--- src/rtl/dwf_pkg.sv ---
// Shared widths, fixed-point constants and tables for the dose-weighting filter.
package dwf_pkg;

    // Configuration and field widths
    localparam int DIM_W     = 13;
    localparam int IDX_W     = 12;
    localparam int DOSE_W    = 24;
    localparam int PIX_W     = 16;
    localparam int CFG_IDX_W = 2;
    localparam int CFG_DAT_W = 16;

    // Defaults for the top-level parameters
    localparam int MAX_DIM_DEF    = 4096;
    localparam int COEF_WIDTH_DEF = 32;

    // Log unit: input width, exponent width, mantissa width
    localparam int LG_IN_W = 2 * (2 * DIM_W) + 1;
    localparam int LG_N_W  = 6;
    localparam int LG_FR_W = 16;
    localparam int LG_W    = LG_N_W + LG_FR_W;
    localparam int Y_W     = 31;
    localparam int LG_LAT  = 2 + LG_FR_W;

    // Fractional power unit: Q2.30 accumulator over 16 root factors
    localparam int FR_W    = 16;
    localparam int M_W     = 32;
    localparam int ROOT_W  = 31;
    localparam int FRAC_Q  = 30;
    localparam int EXP_LAT = FR_W;
    localparam logic [M_W-1:0] M_ONE  = M_W'(64'd1 << FRAC_Q);
    localparam logic [M_W-1:0] M_HALF = M_W'(64'd1 << (FRAC_Q - 1));

    // Dose arithmetic
    localparam int P16_W  = 48;
    localparam int CRIT_W = 48;
    localparam int OPT_W  = 50;
    localparam int QUO_W  = 21;
    localparam int DIV_LAT = QUO_W + 1;
    localparam int W_W    = 17;

    localparam logic [15:0] K_EXP          = 16'd54555;
    localparam logic [13:0] A_Q16          = 14'd16056;
    localparam logic [17:0] C_Q16          = 18'd184425;
    localparam logic [15:0] V200_Q16       = 16'd52429;
    localparam logic [17:0] OPT_Q16        = 18'd164681;
    localparam logic [15:0] HALF_LOG2E_Q16 = 16'd47274;

    // 2^(2^-k) in Q2.30, k = 1..16
    localparam logic [ROOT_W-1:0] POW2_ROOT [FR_W] = '{
        31'd1518500250, 31'd1276901417, 31'd1170923762, 31'd1121280436,
        31'd1097253708, 31'd1085434106, 31'd1079572137, 31'd1076653033,
        31'd1075196443, 31'd1074468888, 31'd1074105294, 31'd1073923543,
        31'd1073832680, 31'd1073787251, 31'd1073764537, 31'd1073753181
    };

    // Configuration register indexes
    typedef enum logic [CFG_IDX_W-1:0] {
        CFG_IMAGE_WIDTH  = 2'd0,
        CFG_IMAGE_HEIGHT = 2'd1,
        CFG_PIXEL_SIZE   = 2'd2,
        CFG_VOLTAGE_SEL  = 2'd3
    } t_cfg_idx;

endpackage

--- src/rtl/dwf_div.sv ---
// Pipelined restoring divider: one quotient bit per stage, with overflow flag.
module dwf_div
    import dwf_pkg::*;
(
    input  logic              i_clk,
    input  logic              i_en,
    input  logic [P16_W-1:0]  i_num,
    input  logic [CRIT_W-1:0] i_den,
    output logic [QUO_W-1:0]  o_quo,
    output logic              o_ovf
);

    localparam int DW = CRIT_W + QUO_W;

    logic [P16_W-1:0]  r_rem [QUO_W+1];
    logic [CRIT_W-1:0] r_den [QUO_W+1];
    logic [QUO_W-1:0]  r_q   [QUO_W+1];
    logic              r_ovf [QUO_W+1];

    // quotient does not fit: weight is zero anyway
    always_ff @(posedge i_clk) begin
        if (i_en) begin
            r_rem[0] <= i_num;
            r_den[0] <= i_den;
            r_q[0]   <= '0;
            r_ovf[0] <= DW'(i_num) >= (DW'(i_den) << QUO_W);
        end
    end

    for (genvar s = 1; s <= QUO_W; s++) begin : g_step
        logic [DW-1:0] trial;
        logic          ge;
        always_comb begin
            trial = DW'(r_den[s-1]) << (QUO_W - s);
            ge    = DW'(r_rem[s-1]) >= trial;
        end
        always_ff @(posedge i_clk) begin
            if (i_en) begin
                r_rem[s] <= ge ? P16_W'(DW'(r_rem[s-1]) - trial) : r_rem[s-1];
                r_den[s] <= r_den[s-1];
                r_q[s]   <= {r_q[s-1][QUO_W-2:0], ge};
                r_ovf[s] <= r_ovf[s-1];
            end
        end
    end

    assign o_quo = r_q[QUO_W];
    assign o_ovf = r_ovf[QUO_W];

endmodule

--- config.mk ---
export PLATFORM = sky130hd
export DESIGN_NAME = dwf_div
export DESIGN_NICKNAME = d
export VERILOG_FILES = /design/src/rtl/dwf_pkg.sv /design/src/rtl/dwf_div.sv
export SDC_FILE = /design/constraint.sdc
export NUM_CORES = 2
export LEC_CHECK = 0
export ABC_CLOCK_PERIOD_IN_PS = 7000
export BUFFER_PORTS_ARGS = -buffer_cell sky130_fd_sc_hd__buf_2
export CORE_AREA = 2 2 592 594
export CTS_BUF_LIST = sky130_fd_sc_hd__clkbuf_2 sky130_fd_sc_hd__clkbuf_4 sky130_fd_sc_hd__clkbuf_8
export CTS_CLUSTER_SIZE = 20
export DETAILED_ROUTE_END_ITERATION = 7
export DIE_AREA = 0 0 594 596
export MAX_ROUTING_LAYER = met4
export PLACE_DENSITY = 0.51
export SLEW_MARGIN = 5
export SYNTH_ARGS = -nofsm -noshare
export SYNTH_HDL_FRONTEND = slang
export SYNTH_SLANG_ARGS = --single-unit
--- constraint.sdc ---
create_clock -name i_clk -period 7 [get_ports i_clk]
set_input_delay 0.35 -clock i_clk [delete_from_list [all_inputs] [get_ports i_clk]]
set_output_delay 0.35 -clock i_clk [all_outputs]
set_load 0.02 [all_outputs]
Yosys cells after proc, flatten, opt, wreduce, memory -nomap -nowiden
Memory sizes are Yosys's and may differ from the RTL's.
Index checks and enable logic that the tools add are counted.
{ "word_totals": {"regBits": 0, "latchBits": 0, "ram_bits": 2596, "rom_bits": 0, "in_bits": 98, "output_inout_bits": 22, "memories": 4} }
{ "op_classes": {"add_sub_neg": 21, "n_mul": 0, "div_mod_pow": 0, "order_cmp": 22, "n_eq_ne": 0, "n_shift": 0, "mux": 23, "bitwise": 0, "n_reduce_logical": 0} }
{ "memory_table": {"columns": ["name", "depth", "width", "rd", "rd_ports_with_merged_regs", "write_ports", "line", "source"], "rows": [
  ["r_den", 22, 48, 21, 0, 22, "dwf_div.sv:16", "logic [CRIT_W-1:0] r_den [QUO_W+1];"],
  ["r_rem", 22, 48, 21, 0, 22, "dwf_div.sv:15", "logic [P16_W-1:0] r_rem [QUO_W+1];"],
  ["r_q", 22, 21, 22, 0, 22, "dwf_div.sv:17", "logic [QUO_W-1:0] r_q [QUO_W+1];"],
  ["r_ovf", 22, 1, 22, 0, 22, "dwf_div.sv:18", "logic r_ovf [QUO_W+1];"]
]} }
{ "op_table": {"columns": ["cell", "n"], "rows": [
  ["$mux 48", 21],
  ["$sub 48x48->48", 21],
  ["$ge 48x69->1", 1],
  ["$ge 48x68->1", 1],
  ["$ge 48x67->1", 1],
  ["$ge 48x66->1", 1],
  ["$ge 48x65->1", 1],
  ["$ge 48x64->1", 1],
  ["$ge 48x63->1", 1],
  ["$ge 48x62->1", 1],
  ["$ge 48x61->1", 1],
  ["$ge 48x60->1", 1],
  ["$ge 48x59->1", 1],
  ["$ge 48x58->1", 1],
  ["$ge 48x57->1", 1],
  ["$ge 48x56->1", 1],
  ["$ge 48x55->1", 1],
  ["$ge 48x54->1", 1],
  ["$ge 48x53->1", 1],
  ["$ge 48x52->1", 1],
  ["$ge 48x51->1", 1],
  ["$ge 48x50->1", 1],
  ["$ge 48x49->1", 1],
  ["$ge 48x48->1", 1],
  ["$mux 1", 2]
]} }

Longest topological paths before layout
An unclocked memory read counts as a cell.
{ "logic_depth": {"word_depth": 3, "ltp_mapped": 17, "depth_no_buf": 15} }

Worst setup path after synthesis
Ideal clock, no wire load.
{ "synth_path": {"path_kind": "register -> register", "startpoint": "memory r_rem[10][10], in the netlist r_rem[2][106]", "endpoint": "memory r_rem[11][37], in the netlist r_rem[2][181] (data pin)", "t_arrival_ns": 3.409, "required_ns": 6.740, "path_slack_ns": 3.331, "path_stages_with_launch": 16, "n_path_buf": 2, "period_less_slack_ns": 3.669, "cell_sequence": "edfxtp_1 > inv_1 > ha_1 > inv_1 > fa_1 > a211oi_1 > o21ai_1 > a21oi_1 > a211oi_1 > o41ai_2 > o31ai_2 > a31oi_1 > o221a_2 > buf_4 > buf_4 > mux2_2"} }
{ "synth_rtl": {"columns": ["element", "line"], "rows": [
  ["start, declared", "dwf_div.sv:15"]
]} }

==> impl_results.md <==
- Synth cell count leaders: edfxtp_1 (2269), inv_1 (1041), nand2_1 (876)
- Placed Cells: about 15000
- Row Count: roughly 220
- Register area: just under 70000 um2
- Max-Cap Viols: 0
- # DRC: 0
- Cts bufs inserted: a little over 400
- Max-slew headroom: 0.05261
- Cell Area, Synth: around 120000 um2
- FFs w/ async S/R, synth: 0
- Max Root-Sink Buffers: 4
- Setup Buffers After CTS: 0
- Startpoint Class: flop
- Endpoint class of the critical path: flop
- Buffers on Ports: approximately 120
- Gpl congestion: ~0.99
- Final Cycle Share: 0.7553
- Share of cells above drive strength 1: 0.1048
- HP Class: in -> reg
- CTS sink count: around 2300
- R2R Path Start: r_rem[3][102]$_DFFE_PP_
- IO Count: 120
- H-tree levels: 5
- Setup slack, reg-to-reg: approximately 1700 ps
- GRT Total Usage: 0.1765
- Critical Path AT: 6100 ps
- Synthesized flop and latch total: 2269
- DIE WIDTH: about 600 um
- Fin Hold WS: about 240 ps
- First-pass GRT wire length: 476800 um
- Syn_nets: 11380
- CP Max Fanout: 27
- 1st-pass router iterations: 6
- Hold path startpoint: i_den[28]
- Fin. max-slew vios: 0
- Initial Utilization: 0.3486
- Main flop type after synthesis: edfxtp_1
- Utilization after layout: 0.3951
- Seq/Total Area, Yosys: 0.5619
- Root buf cell: clkbuf_8
- Largest net degree at the start of global routing: ~160
- Synth-to-layout area growth: 13.33%
- Status: finished, final reports clean
- Clock Latency Late Sink: between 1000 and 1500 ps
- Core area: between 300000 and 400000 um2
- Layout Skew: 64.69 ps
- Setup_tns: 0 ps
- Worst EP required: 7810 ps
- Detail Placement HPWL: 236300 um
- RSZ-0062 raised after global routing: false
- Cell area power density: about 250 nW/um2
- Detailed-route via count: about 81000
- Worst IR drop on VDD: 0.0001651 V
- Actual slew at the worst max-slew pin: 1402 ps
- Die Area: approximately 350000 um2
- Leakage power: 0.05579 uW
- Synthesized area per cell: roughly 12 um2
- Per-cell routed wire length: 19.38 um
- Netlist cell types: 102
- Crit path time final: 5287 ps
- EDFF count, synth: 2269
- Post-placement setup slack: between 1500 and 2000 ps
- Synth top area cells: edfxtp_1 (56%), ha_1 (8.5%), inv_1 (3.2%)
- Cells after Synth: 10440
- CTS tree: built
- Final setup fails: 0
- Vias in the first global route: approximately 86000
- Mean number of vias per cell: 5.060
- Final WS setup: roughly 1700 ps
- Final WL: about 300000 um
- Crit path from: r_rem[3][102]$_DFFE_PP_
- Number of DRC markers in iteration 0: roughly 4600
- Synth top area share: 0.5619
- FMAX: ~190 MHz
- Clk slew on worst S/H paths: ~60 ps
- Endpoints failing hold: 0
- Initial antenna violation count: 9
- Cell accounting for the most synthesized area: edfxtp_1
- Footprint of the multi-input gates: approximately 48000 um2
- Finished Layout Cells: 15940
- Layout net count: roughly 12000
- Total grt overflow: 0
- WS Path Type: reg -> reg
- Antenna violation net count after detailed routing: 0
- FILL cells: roughly 33000
- Top-count cell post-synth: edfxtp_1
- Die height: about 600 um
- Ys Warns: 0
layer usage:
| metal | GRT usage | wire length (um) | vias up |
|---|---|---|---|
| met4 | 0.1300 | 25460 | 0 |
| li1 | - | - | 39910 |
| met2 | 0.3437 | 169800 | 1699 |
| met3 | 0.02072 | 9038 | 1026 |
| met1 | 0.1540 | 104600 | 38030 |
| met5 | - | 0 | - |
registers in the layout (all words and copies together) (netlist names):
signal and count:
r_q 231, r_ovf 22, r_den 1008, r_rem 1008
placed cells by master, fill, tap and decap left out, types with 24 or more instances in the layout:
cell type         n
clkinv_1        121
nand3_1         153
o31ai_1          74
or3_1            31
nor3_1          151
nor2_1          409
inv_1          1041
a211oi_1         65
nand2_1         876
o21a_1          104
and2_1           39
a21o_1          434
a21oi_1         770
buf_4            68
ha_1            825
nand2b_1         93
and4_1           24
a31oi_1          90
o21bai_1        103
clkbuf_4        125
o211ai_1         42
xor2_1          265
o21ai_1          39
mux2_4           37
xnor2_1         360
clkinv_2         47
edfxtp_1       2269
nand4_1         141
or2_2            37
nor2b_1          91
a21boi_0         26
nor4_1          115
clkbuf_8        414
and3_1           87
buf_2           118
dlygate4sd3_1   193
or4_1            25
mux2_2          205
o21ai_0         762
what timing repair did:
item,4_1_cts,5_1_grt
hold buffers,193,0
gates resized for setup,0,0
endpoints found under the hold margin,278,0
cell type report:
cell class                 instances  share of cell area
sequential                      2269              0.4958
multi-input combinational       6882              0.3521
clock buffer                     539             0.04829
tap                             4599             0.04187
inverter                        1043             0.02849
timing repair buffer             398             0.02484
clock inverter                   200            0.008413
antenna                           12           0.0002185
report_power, final:
group / internal (uW) / switching, uW / leakage, uW / total [uW]
Clock: 6400 / 5690 / 0.00412 / 12100
Sequential: 15900 / 443 / 0.0222 / 16400
Combinational: 2140 / 3270 / 0.0294 / 5410
Total: 24500 / 9410 / 0.0558 / 33900
worst paths after layout:
path | to | cells after the start
setup / recovery | r_rem[3][152]$_DFFE_PP_ | 15
hold / removal | r_ovf[0][0]$_DFFE_PP_ | 4
hold reg to reg | r_q[8][5]$_DFFE_PP_ | 0
setup reg to reg | r_rem[3][152]$_DFFE_PP_ | 15
critical path, cell delays in order (launching register included):
cell      delay [ps]
edfxtp_1         370
inv_1             90
ha_1             170
inv_1             70
fa_1             420
a211oi_1         380
o21ai_1          140
a31oi_1          420
o21ai_1          300
a21oi_2          450
o31ai_4          180
a311o_1          360
a21oi_1          140
or4_2            710
buf_4            400
mux2_2           380
kinds of logic (layout without fill, tap and decap cells):
family / count (synthesis) / in the layout / share of synthesized area
flip-flops: 2269 / 2269 / 0.5619
AND/OR/NAND/NOR: 2358 / 2358 / 0.09430
buffers and inverters: 1290 / 2180 / 0.04111
AO/OA/AOI/OAI: 2790 / 2790 / 0.1437
multiplexers: 264 / 264 / 0.02544
other: 0 / 12 / 0
XOR/XNOR: 625 / 625 / 0.04514
adder cells (fa/ha/maj): 845 / 845 / 0.08843
stage by stage:
step / power [uW] / instance area [um2]
global placement: 21880 / 127700
finish: 33900 / 137400
detailed placement: 21980 / 127700
CTS: 34440 / 137400
global route: 35670 / 137400
floorplan: 20170 / 121300
Power figures use the tool's default switching activity.
